==> src/hdl/tdr_pkg.sv <==
// ----------------------------------------------------------------------------
// tdr_pkg
// Shared types and codes of the transmit ring DMA chunk scheduler.
// ----------------------------------------------------------------------------
package tdr_pkg;

    localparam int FUNC_W   = 2;
    localparam int BYTE_W   = 8;
    localparam int LEN_W    = 9;
    localparam int ADDR_W   = 9;
    localparam int STATUS_W = 2;
    localparam int S_DATA_W = 32;
    localparam int M_DATA_W = 32;

    localparam logic [FUNC_W-1:0] FUNC_WRITE = 2'd0;
    localparam logic [FUNC_W-1:0] FUNC_DONE  = 2'd1;
    localparam logic [FUNC_W-1:0] FUNC_READ  = 2'd2;

    localparam logic [STATUS_W-1:0] ST_OK      = 2'd0;
    localparam logic [STATUS_W-1:0] ST_REJECT  = 2'd1;
    localparam logic [STATUS_W-1:0] ST_IGNORED = 2'd2;

    typedef enum logic [2:0] {
        ST_IDLE,
        ST_EXEC,
        ST_ISSUE,
        ST_MOD,
        ST_MEMRD,
        ST_RESP
    } state_t;

    typedef struct packed {
        logic latch;
        logic exec;
        logic issue;
        logic modr;
        logic mem_rd;
        logic load_out;
    } cmd_t;

    typedef struct packed {
        logic need_issue;
        logic is_read;
        logic out_free;
    } sts_t;

endpackage

==> src/hdl/tdr_ctrl.sv <==
// ----------------------------------------------------------------------------
// tdr_ctrl
// Sequencer: steps one request through execute, chunk issue, ring read and
// response hand-off.
// ----------------------------------------------------------------------------
module tdr_ctrl (
    input  logic          aclk,
    input  logic          aresetn,
    input  logic          s_tvalid,
    output logic          s_tready,
    input  tdr_pkg::sts_t sts,
    output tdr_pkg::cmd_t cmd
);
    import tdr_pkg::*;

    state_t state_reg;
    state_t state_next;

    always_ff @(posedge aclk) begin
        if (!aresetn) begin
            state_reg <= ST_IDLE;
        end else begin
            state_reg <= state_next;
        end
    end

    always_comb begin
        state_next = state_reg;
        case (state_reg)
            ST_IDLE: begin
                if (s_tvalid) begin
                    state_next = ST_EXEC;
                end
            end
            ST_EXEC: begin
                if (sts.is_read) begin
                    state_next = ST_MOD;
                end else if (sts.need_issue) begin
                    state_next = ST_ISSUE;
                end else begin
                    state_next = ST_RESP;
                end
            end
            ST_ISSUE: state_next = ST_RESP;
            ST_MOD:   state_next = ST_MEMRD;
            ST_MEMRD: state_next = ST_RESP;
            ST_RESP: begin
                if (sts.out_free) begin
                    state_next = ST_IDLE;
                end
            end
            default:  state_next = ST_IDLE;
        endcase
    end

    always_comb begin
        s_tready = 1'b0;
        cmd      = '0;
        case (state_reg)
            ST_IDLE: begin
                s_tready  = 1'b1;
                cmd.latch = s_tvalid;
            end
            ST_EXEC:  cmd.exec   = 1'b1;
            ST_ISSUE: cmd.issue  = 1'b1;
            ST_MOD:   cmd.modr   = 1'b1;
            ST_MEMRD: cmd.mem_rd = 1'b1;
            ST_RESP:  cmd.load_out = sts.out_free;
            default:  cmd = '0;
        endcase
    end

endmodule

==> src/hdl/tdr_datapath.sv <==
// ----------------------------------------------------------------------------
// tdr_datapath
// Ring memory, pointers and counters, chunk computation, read address
// wrap and the output register.
// ----------------------------------------------------------------------------
module tdr_datapath #(
    parameter int RING_DEPTH = 512
) (
    input  logic                             aclk,
    input  logic                             aresetn,
    input  logic [tdr_pkg::FUNC_W-1:0]       s_tuser,
    input  logic [tdr_pkg::S_DATA_W-1:0]     s_tdata,
    output logic                             m_tvalid,
    input  logic                             m_tready,
    output logic [tdr_pkg::M_DATA_W-1:0]     m_tdata,
    output logic [tdr_pkg::STATUS_W-1:0]     m_tuser,
    input  tdr_pkg::cmd_t                    cmd,
    output tdr_pkg::sts_t                    sts
);
    import tdr_pkg::*;

    localparam int PTR_W   = $clog2(RING_DEPTH);
    localparam int W       = ((PTR_W > LEN_W) ? PTR_W : LEN_W) + 1;
    localparam int MOD_SH  = 18;
    localparam int MOD_MUL = (1 << MOD_SH) / RING_DEPTH;
    localparam int QP_W    = ADDR_W + MOD_SH;
    localparam int QD_W    = ADDR_W + 18;

    logic [BYTE_W-1:0] ring_mem [RING_DEPTH];

    logic [FUNC_W-1:0] func_reg;
    logic [BYTE_W-1:0] byte_reg;
    logic [LEN_W-1:0]  len_reg;
    logic [ADDR_W-1:0] addr_reg;

    logic [PTR_W-1:0] wp_reg, wp_next;
    logic [PTR_W-1:0] rp_reg, rp_next;
    logic [PTR_W-1:0] pend_reg, pend_next;
    logic [PTR_W-1:0] infl_reg, infl_next;
    logic             busy_reg, busy_next;
    logic [LEN_W-1:0] brem_reg, brem_next;

    logic [STATUS_W-1:0] rstat_reg, rstat_next;
    logic                rstart_reg, rstart_next;
    logic [ADDR_W-1:0]   raddr_reg, raddr_next;
    logic [LEN_W-1:0]    rlen_reg, rlen_next;
    logic [BYTE_W-1:0]   rdata_reg;

    logic [ADDR_W-1:0] q_reg;
    logic [PTR_W-1:0]  ridx_reg;

    logic                out_valid_reg;
    logic [M_DATA_W-1:0] out_data_reg;
    logic [STATUS_W-1:0] out_user_reg;

    logic [W-1:0]      room_w;
    logic              do_write;
    logic              mem_we;
    logic [LEN_W-1:0]  brem_eff;
    logic              exec_issue;
    logic [W-1:0]      croom_w;
    logic [W-1:0]      pend_w;
    logic [W-1:0]      chunk_w;
    logic [W-1:0]      rp_sum;
    logic [QP_W-1:0]   q_prod;
    logic [QD_W-1:0]   qd_prod;
    logic [QD_W-1:0]   r_full;
    logic [QD_W-1:0]   r_corr;

    // write request: fit check, ring write, issue decision
    always_comb begin
        room_w     = W'(RING_DEPTH - 1) - W'(pend_reg);
        do_write   = 1'b0;
        exec_issue = 1'b0;
        brem_eff   = brem_reg;
        if (brem_reg == '0) begin
            if (W'(len_reg) > room_w) begin
                do_write = 1'b0;
            end else if (len_reg == '0) begin
                exec_issue = 1'b1;
            end else begin
                do_write = 1'b1;
                brem_eff = len_reg;
            end
        end else begin
            do_write = 1'b1;
        end
        if (do_write && brem_eff == LEN_W'(1)) begin
            exec_issue = 1'b1;
        end
    end

    assign mem_we = cmd.exec && func_reg == FUNC_WRITE && do_write;

    always_comb begin
        croom_w = W'(RING_DEPTH) - W'(rp_reg);
        pend_w  = W'(pend_reg);
        chunk_w = (pend_w > croom_w) ? croom_w : pend_w;
        rp_sum  = W'(rp_reg) + chunk_w;
    end

    assign q_prod  = QP_W'(addr_reg) * QP_W'(MOD_MUL);
    assign qd_prod = QD_W'(q_reg) * QD_W'(RING_DEPTH);
    assign r_full  = QD_W'(addr_reg) - qd_prod;
    assign r_corr  = (r_full >= QD_W'(RING_DEPTH)) ? r_full - QD_W'(RING_DEPTH) : r_full;

    always_comb begin
        wp_next     = wp_reg;
        rp_next     = rp_reg;
        pend_next   = pend_reg;
        infl_next   = infl_reg;
        busy_next   = busy_reg;
        brem_next   = brem_reg;
        rstat_next  = rstat_reg;
        rstart_next = rstart_reg;
        raddr_next  = raddr_reg;
        rlen_next   = rlen_reg;
        if (cmd.latch) begin
            rstat_next  = ST_OK;
            rstart_next = 1'b0;
            raddr_next  = '0;
            rlen_next   = '0;
        end
        if (cmd.exec) begin
            case (func_reg)
                FUNC_WRITE: begin
                    if (brem_reg == '0 && W'(len_reg) > room_w) begin
                        rstat_next = ST_REJECT;
                    end
                    if (do_write) begin
                        wp_next   = (wp_reg == PTR_W'(RING_DEPTH - 1)) ? '0
                                                                       : wp_reg + PTR_W'(1);
                        pend_next = pend_reg + PTR_W'(1);
                        brem_next = brem_eff - LEN_W'(1);
                    end
                end
                FUNC_DONE: begin
                    if (!busy_reg) begin
                        rstat_next = ST_IGNORED;
                    end else begin
                        pend_next = pend_reg - infl_reg;
                        infl_next = '0;
                        busy_next = 1'b0;
                    end
                end
                default: begin
                    rstat_next = ST_OK;
                end
            endcase
        end
        if (cmd.issue && !busy_reg && pend_reg != '0) begin
            rstart_next = 1'b1;
            raddr_next  = ADDR_W'(rp_reg);
            rlen_next   = LEN_W'(chunk_w);
            busy_next   = 1'b1;
            infl_next   = PTR_W'(chunk_w);
            rp_next     = (rp_sum >= W'(RING_DEPTH)) ? PTR_W'(rp_sum - W'(RING_DEPTH))
                                                     : PTR_W'(rp_sum);
        end
    end

    always_comb begin
        sts.is_read    = (func_reg == FUNC_READ);
        sts.need_issue = (func_reg == FUNC_WRITE) ? exec_issue
                       : (func_reg == FUNC_DONE)  ? busy_reg : 1'b0;
        sts.out_free   = !out_valid_reg || m_tready;
    end

    always_ff @(posedge aclk) begin
        if (!aresetn) begin
            wp_reg   <= '0;
            rp_reg   <= '0;
            pend_reg <= '0;
            infl_reg <= '0;
            busy_reg <= 1'b0;
            brem_reg <= '0;
        end else begin
            wp_reg   <= wp_next;
            rp_reg   <= rp_next;
            pend_reg <= pend_next;
            infl_reg <= infl_next;
            busy_reg <= busy_next;
            brem_reg <= brem_next;
        end
    end

    always_ff @(posedge aclk) begin
        rstat_reg  <= rstat_next;
        rstart_reg <= rstart_next;
        raddr_reg  <= raddr_next;
        rlen_reg   <= rlen_next;
        if (cmd.latch) begin
            func_reg <= s_tuser;
            byte_reg <= s_tdata[BYTE_W-1:0];
            len_reg  <= s_tdata[BYTE_W +: LEN_W];
            addr_reg <= s_tdata[BYTE_W+LEN_W +: ADDR_W];
            rdata_reg <= '0;
        end
        if (cmd.exec) begin
            q_reg <= q_prod[QP_W-1 -: ADDR_W];
        end
        if (cmd.modr) begin
            ridx_reg <= PTR_W'(r_corr);
        end
        if (cmd.mem_rd) begin
            rdata_reg <= ring_mem[ridx_reg];
        end
    end

    always_ff @(posedge aclk) begin
        if (mem_we) begin
            ring_mem[wp_reg] <= byte_reg;
        end
    end

    always_ff @(posedge aclk) begin
        if (!aresetn) begin
            out_valid_reg <= 1'b0;
        end else if (cmd.load_out) begin
            out_valid_reg <= 1'b1;
        end else if (m_tready) begin
            out_valid_reg <= 1'b0;
        end
    end

    always_ff @(posedge aclk) begin
        if (cmd.load_out) begin
            out_user_reg <= rstat_reg;
            out_data_reg <= M_DATA_W'({rdata_reg, rlen_reg, raddr_reg, rstart_reg});
        end
    end

    assign m_tvalid = out_valid_reg;
    assign m_tdata  = out_data_reg;
    assign m_tuser  = out_user_reg;

endmodule

==> src/hdl/tx_ring_dma_chunk_scheduler.sv <==
// ----------------------------------------------------------------------------
// tx_ring_dma_chunk_scheduler
// Transmit byte ring that schedules contiguous DMA chunks.
// ----------------------------------------------------------------------------
// One request at a time is handled by a small sequencer. A write, done or
// unused request passes through an execute state, a chunk issue state when a
// chunk may start, and a response state that loads the output register; a
// ring read passes through execute, a modulo state and a memory read state,
// set by the two-step address wrap and the registered read port of the ring
// memory. A new request is taken only once the previous one has loaded the
// output register; while the output register still holds an unread response,
// the response state repeats until it drains. The next request is accepted
// while the previous response still waits in the output register. The ring
// needs no clearing after reset. Every request gives exactly one response.
// ----------------------------------------------------------------------------
module tx_ring_dma_chunk_scheduler #(
    parameter int RING_DEPTH = 512
) (
    input  logic                             aclk,
    input  logic                             aresetn,
    input  logic                             s_tvalid,
    output logic                             s_tready,
    // [7:0] data_byte, [16:8] msg_len, [25:17] read_addr, rest zero
    input  logic [tdr_pkg::S_DATA_W-1:0]     s_tdata,
    // [1:0] func
    input  logic [tdr_pkg::FUNC_W-1:0]       s_tuser,
    output logic                             m_tvalid,
    input  logic                             m_tready,
    // [0] dma_start, [9:1] dma_addr, [18:10] dma_len, [26:19] read_data
    output logic [tdr_pkg::M_DATA_W-1:0]     m_tdata,
    // [1:0] status
    output logic [tdr_pkg::STATUS_W-1:0]     m_tuser
);
    import tdr_pkg::*;

    cmd_t cmd;
    sts_t sts;

    tdr_ctrl u_ctrl (
        .aclk     (aclk),
        .aresetn  (aresetn),
        .s_tvalid (s_tvalid),
        .s_tready (s_tready),
        .sts      (sts),
        .cmd      (cmd)
    );

    tdr_datapath #(
        .RING_DEPTH (RING_DEPTH)
    ) u_datapath (
        .aclk     (aclk),
        .aresetn  (aresetn),
        .s_tuser  (s_tuser),
        .s_tdata  (s_tdata),
        .m_tvalid (m_tvalid),
        .m_tready (m_tready),
        .m_tdata  (m_tdata),
        .m_tuser  (m_tuser),
        .cmd      (cmd),
        .sts      (sts)
    );

`ifndef SYNTHESIS
    a_one_at_a_time: assert property (@(posedge aclk) disable iff (!aresetn)
        s_tvalid && s_tready |=> !s_tready)
        else $error("request accepted while another is in work");

    a_start_ok: assert property (@(posedge aclk) disable iff (!aresetn)
        m_tvalid && m_tdata[0] |-> m_tuser == ST_OK && m_tdata[18:10] != 9'd0)
        else $error("chunk issued with bad status or zero length");

    a_reject_clean: assert property (@(posedge aclk) disable iff (!aresetn)
        m_tvalid && (m_tuser == ST_REJECT || m_tuser == ST_IGNORED)
        |-> m_tdata[26:0] == 27'd0)
        else $error("rejected or ignored request carries data");

    a_load_free: assert property (@(posedge aclk) disable iff (!aresetn)
        cmd.load_out |-> !m_tvalid || m_tready)
        else $error("response overwrites a pending one");
`endif

endmodule
==> config.mk <==
export PLATFORM = sky130hd
export DESIGN_NAME = tx_ring_dma_chunk_scheduler
export DESIGN_NICKNAME = d
export VERILOG_FILES = /design/src/hdl/tdr_pkg.sv /design/src/hdl/tdr_ctrl.sv /design/src/hdl/tdr_datapath.sv /design/src/hdl/tx_ring_dma_chunk_scheduler.sv
export SDC_FILE = /design/constraint.sdc
export NUM_CORES = 2
export LEC_CHECK = 0
export BUFFER_PORTS_ARGS = -buffer_cell sky130_fd_sc_hd__buf_2
export CORE_AREA = 3 3 553 555
export DETAILED_ROUTE_END_ITERATION = 10
export DIE_AREA = 0 0 556 558
export GPL_TIMING_DRIVEN = 0
export PLACE_DENSITY = 0.67
export SLEW_MARGIN = 20
export SYNTH_ARGS = -nofsm -noshare
export SYNTH_HDL_FRONTEND = slang
export SYNTH_SLANG_ARGS = --single-unit
==> constraint.sdc <==
create_clock -name aclk -period 8.86 [get_ports aclk]
set_input_delay 1.772 -clock aclk [delete_from_list [all_inputs] [get_ports aclk]]
set_output_delay 1.772 -clock aclk [all_outputs]
set_load 0.01 [all_outputs]
; Word level (Yosys, flattened, before mapping)
; Memories as Yosys holds them, arrays and structs flattened. A register that Yosys moved wholly into a read port is not among the register bits.
; Cells that the tools add are included.
[word_totals]
latchBits = 0
in_bits = 38
register_bits = 145
word_cells = 127
mem_bits_rw = 4096
mem_count = 1
rom_bits = 0
[op_classes]
n_reduce_logical = 27
div = 0
mux = 53
add_sub_neg = 9
n_lt_le_gt_ge = 4
eq_ne = 13
multipliers = 0
bitwise = 0
shifts = 0
[mem_list]
columns = memory, depth, width, rd, rd_ports_with_merged_regs, write_ports, line_no
row1 = u_datapath.ring_mem, 512, 8, 1, 1, 1, tdr_datapath.sv:29  ; logic [BYTE_W-1:0] ring_mem [RING_DEPTH];
[ops]
columns = operator, count
row1 = $mux 9, 16
row2 = $sub 9x1->9 const B, 3
row3 = $mux 1, 23
row4 = $gt 9x10->1, 2
row5 = $add 9x1->9 const B, 2
row6 = $logic_not 9->1, 2
row7 = $pmux 9 s2, 1
row8 = $mux 8, 2
row9 = $pmux 3 s5, 1
row10 = $reduce_bool 2->1, 7
row11 = $mux 3, 4
row12 = $add 9x10->10, 1
row13 = $ge 10x10->1 const B, 1
row14 = $ge 9x10->1 const B, 1
row15 = $mux 10, 1
row16 = $sub 10x9->10 const A, 1
row17 = $sub 9x9->10 const A, 1
row18 = $eq 9x1->1 const B, 1
row19 = $eq 9x9->1 const B, 1
row20 = $reduce_bool 9->1, 1
row21 = $sub 9x9->9, 1
row22 = $mux 2, 4
row23 = $eq 3x2->1 const B, 2
row24 = $eq 3x3->1 const B, 2
row25 = other kinds (15), 25

; Depth between registers and ports, before layout
[depth]
word_depth = 11
depth_mapped = 24

; Modules after synthesis
; A second synthesis with hierarchy kept.
[unflattened]
cells_unflattened = 8094
hier_area_um2 = 165404.9
[modules_own_cells]
columns = module, cells_per_inst, instances, seq_area_each_um2, area_each_um2
row1 = tdr_datapath, 8070, 1, 126941.7, 165173.4
row2 = tdr_ctrl, 24, 1, 60.1, 231.5

; Least setup slack after synthesis
; OpenSTA, ideal clock, no wires.
[synth_timing]
kind = reg-to-reg
from = register u_datapath.byte_reg[0]
to = memory u_datapath.ring_mem[0][0], data pin
setup_time_ps = 1435
path_buffers = 0
t_arrival_ps = 6158
synth_period_minus_slack_ps = 7593
path_stages_with_launch = 1
setup_slack_ps = 1267
cell_sequence = edfxtp_1
[synth_lines]
columns = item, line_no
row1 = "start, declared", tdr_datapath.sv:32  ; logic [BYTE_W-1:0] byte_reg;
row2 = "start signal, assigned", tdr_datapath.sv:194  ; byte_reg <= s_tdata[BYTE_W-1:0];
row3 = "end, declared", tdr_datapath.sv:29
; Straight into the memory's write port.

==> qor.yml <==
status: "complete, no violations"
hold_viol_final: 0
die_w_um: 556
drv_slew: 0
top_register: "u_datapath.ring_mem"
netlist_area_sq_um: 166000
fmax_mhz: 144
cts_resized: 0
die_h_um: 558
hold_class: "register to register"
io_buffer_count: 61
ys.flop_type: "edfxtp_1"
grt_pass1_vias: 89013
syn_inst: 8102
grt_antenna_before_repair: 63
drc_errors: 0
critPathMaxFanout: 10
area_growth_pct: 14.0
synth_area_leaders: "edfxtp_1 (76%), mux4_2 (12%), mux2i_1 (1.9%)"
worst-setup-path-type: "register to register"
start_kind: "register"
max_cap_violations: 0
synth.most_common_cell: "edfxtp_1"
routed_wl_um: 590000
clkTransAtPathRegs_ps: 60
cts_buffer_depth: 4
yosysTopAreaCell: "edfxtp_1"
ys_types: 91
grt_setup_unrepaired: "no"
start_util_pct: 54.8
syn_avg_cell_area_sq_um: 20.4
die-area_sq_um: 310000
yosysSeqAreaShare_pct: 76.7
cp_data_required_time_ps: 9630
layout-drive-gt1-share_pct: 23.7
grt_first_pass_wirelength_um: 781000
grt_usage_pct: 37.9
async_flop_share_pct: 0
detail-route-antenna-nets: 0
core_sq_um: 302000
drt-vias-per-instance: 7.17
period_share_pct: 78.5
clockRootBuffer: "clkbuf_16"
slew_headroom_pct: 3.31
top_layer_used: "met5"
met1_length_um: 195000
setup_viol: 0
clk_latency_ps: 1010
wl_per_cell_um: 44.6
grt_max_degree: 32
ys_warn_count: 0
gp_congestion: 1.03
cts_buffers: 418
wl_met3_um: 98900
worst_pin_slew_ps: 1440
rows: 202
cts_max_level: 5
drt_iter0_drc: 18639
crit_arrival_ps: 7730
tns_ps: 0
synthTopCellsByCount: "edfxtp_1 (4188), mux4_2 (861), nor2_1 (640)"
hold_buffers: 0
met2_length_um: 246000
total_power_uw: 47000
cts_sinks: 4250
synth_seq_cells: 4250
hpwl_um: 416000
largest_register_ffs: 4096
endpoint_kind: "register"
total_leakage_power_uw: 0.0598
cts_tree: "done"
synth_top_area_share_pct: 75.9
clock_skew_ps: 80.4
synth_edf_count: 4188
vias: 94837
nets: 8906
gr-total-overflow: 0
cellPowerDensity_nw_per_um2: 249
drt_first_pass_iters: 7
postCtsSetupRepairBufs: 0
io_pins: 74
vdd_drop_max_mv: 0.179
finalCriticalPeriod_ps: 6950
-- metrics by stage --
step	util (%)	cells	hold WS [ps]	setup slack, ps	cell area (sq um)
6_report	62.5	13228	409	1910	189000
5_1_grt	62.4	13155	407	2400	189000
4_1_cts	62.4	13149	409	2640	188000
3_5_place_dp	58.0	12381	406	2630	175000
3_3_place_gp	56.6	12145	405	-6850	171000
2_1_floorplan	-	8106	400	1270	166000
-- worst max-delay path: stages (launching register included) --
cell and delay [ps]:
dfxtp_1 550, buf_4 460, buf_6 330, buf_6 410, buf_2 790, buf_2 720
mux4_2 350, o22ai_1 180, a2111oi_1 1010, and3_1 680, nand4_1 600, o2bb2ai_1 600
-- routing by layer --
metal | track usage, % | vias up
met5 | 0.432 | -
met3 | 17.6 | 1908
met1 | 48.0 | 48919
li1 | - | 35188
met4 | 26.4 | 34
met2 | 51.9 | 8788
-- worst paths after layout --
path / start / endpoint / slack, ps / cells past startpoint
worst max-delay path: register / u_datapath.rdata_reg[3] / 1910 / 11
worst min-delay path: u_datapath.raddr_reg[3] / u_datapath.m_tdata[4] / 410 / 0
worst max register to register: register / u_datapath.rdata_reg[3] / 1910 / 11
worst min register to register: u_datapath.raddr_reg[3] / u_datapath.m_tdata[4] / 410 / 0
-- area by class of cell --
cell class	instances	area [sq um]
Clock inverter	261	2460
Antenna cell	78	195
Clock buffer	507	10800
Multi-Input combinational cell	3334	35800
Timing Repair Buffer	298	4350
Sequential cell	4250	127000
Buffer	490	2960
Fill cell	20492	113000
Inverter	32	120
Tap cell	3978	4980
-- logic make-up (layout without fill, tap and decap cells) --
kind of cell	Yosys count	count (layout)	share of synthesized area, %
AO/OA/AOI/OAI	802	802	3.50
multiplexers	1231	1231	14.3
adder cells (fa/ha/maj)	44	44	0.341
XOR/XNOR	23	23	0.122
AND/OR/NAND/NOR	1229	1229	3.27
flip-flops	4250	4250	76.7
buffers and inverters	522	1588	1.82
other	1	83	0.00226
-- cells in the final DEF (no fill, tap or decap), drive strengths merged, types with 19 or more instances in the layout --
master / instances
o22ai: 123
dfxtp: 62
o21ai: 60
nand3: 59
and2: 36
diode: 78
mux2i: 320
nand2: 281
nor3: 53
clkinvlp: 19
buf: 611
nor4: 20
a22o: 41
mux2: 19
clkinv: 203
ha: 42
nand4: 23
nor2: 640
a21oi: 94
edfxtp: 4188
a221oi: 53
a211oi: 112
a22oi: 143
inv: 41
bufinv: 30
a2111oi: 25
o211ai: 23
mux4: 892
clkbuf: 684
-- report_power, final --
| group | switching [uW] | leakage, uW | internal (uW) |
|---|---|---|---|
| Clock | 7850 | 0.00646 | 9630 |
| Sequential | 124 | 0.0382 | 23200 |
| Combinational | 4290 | 0.0151 | 1870 |
(Power assumes the default switching activity.)
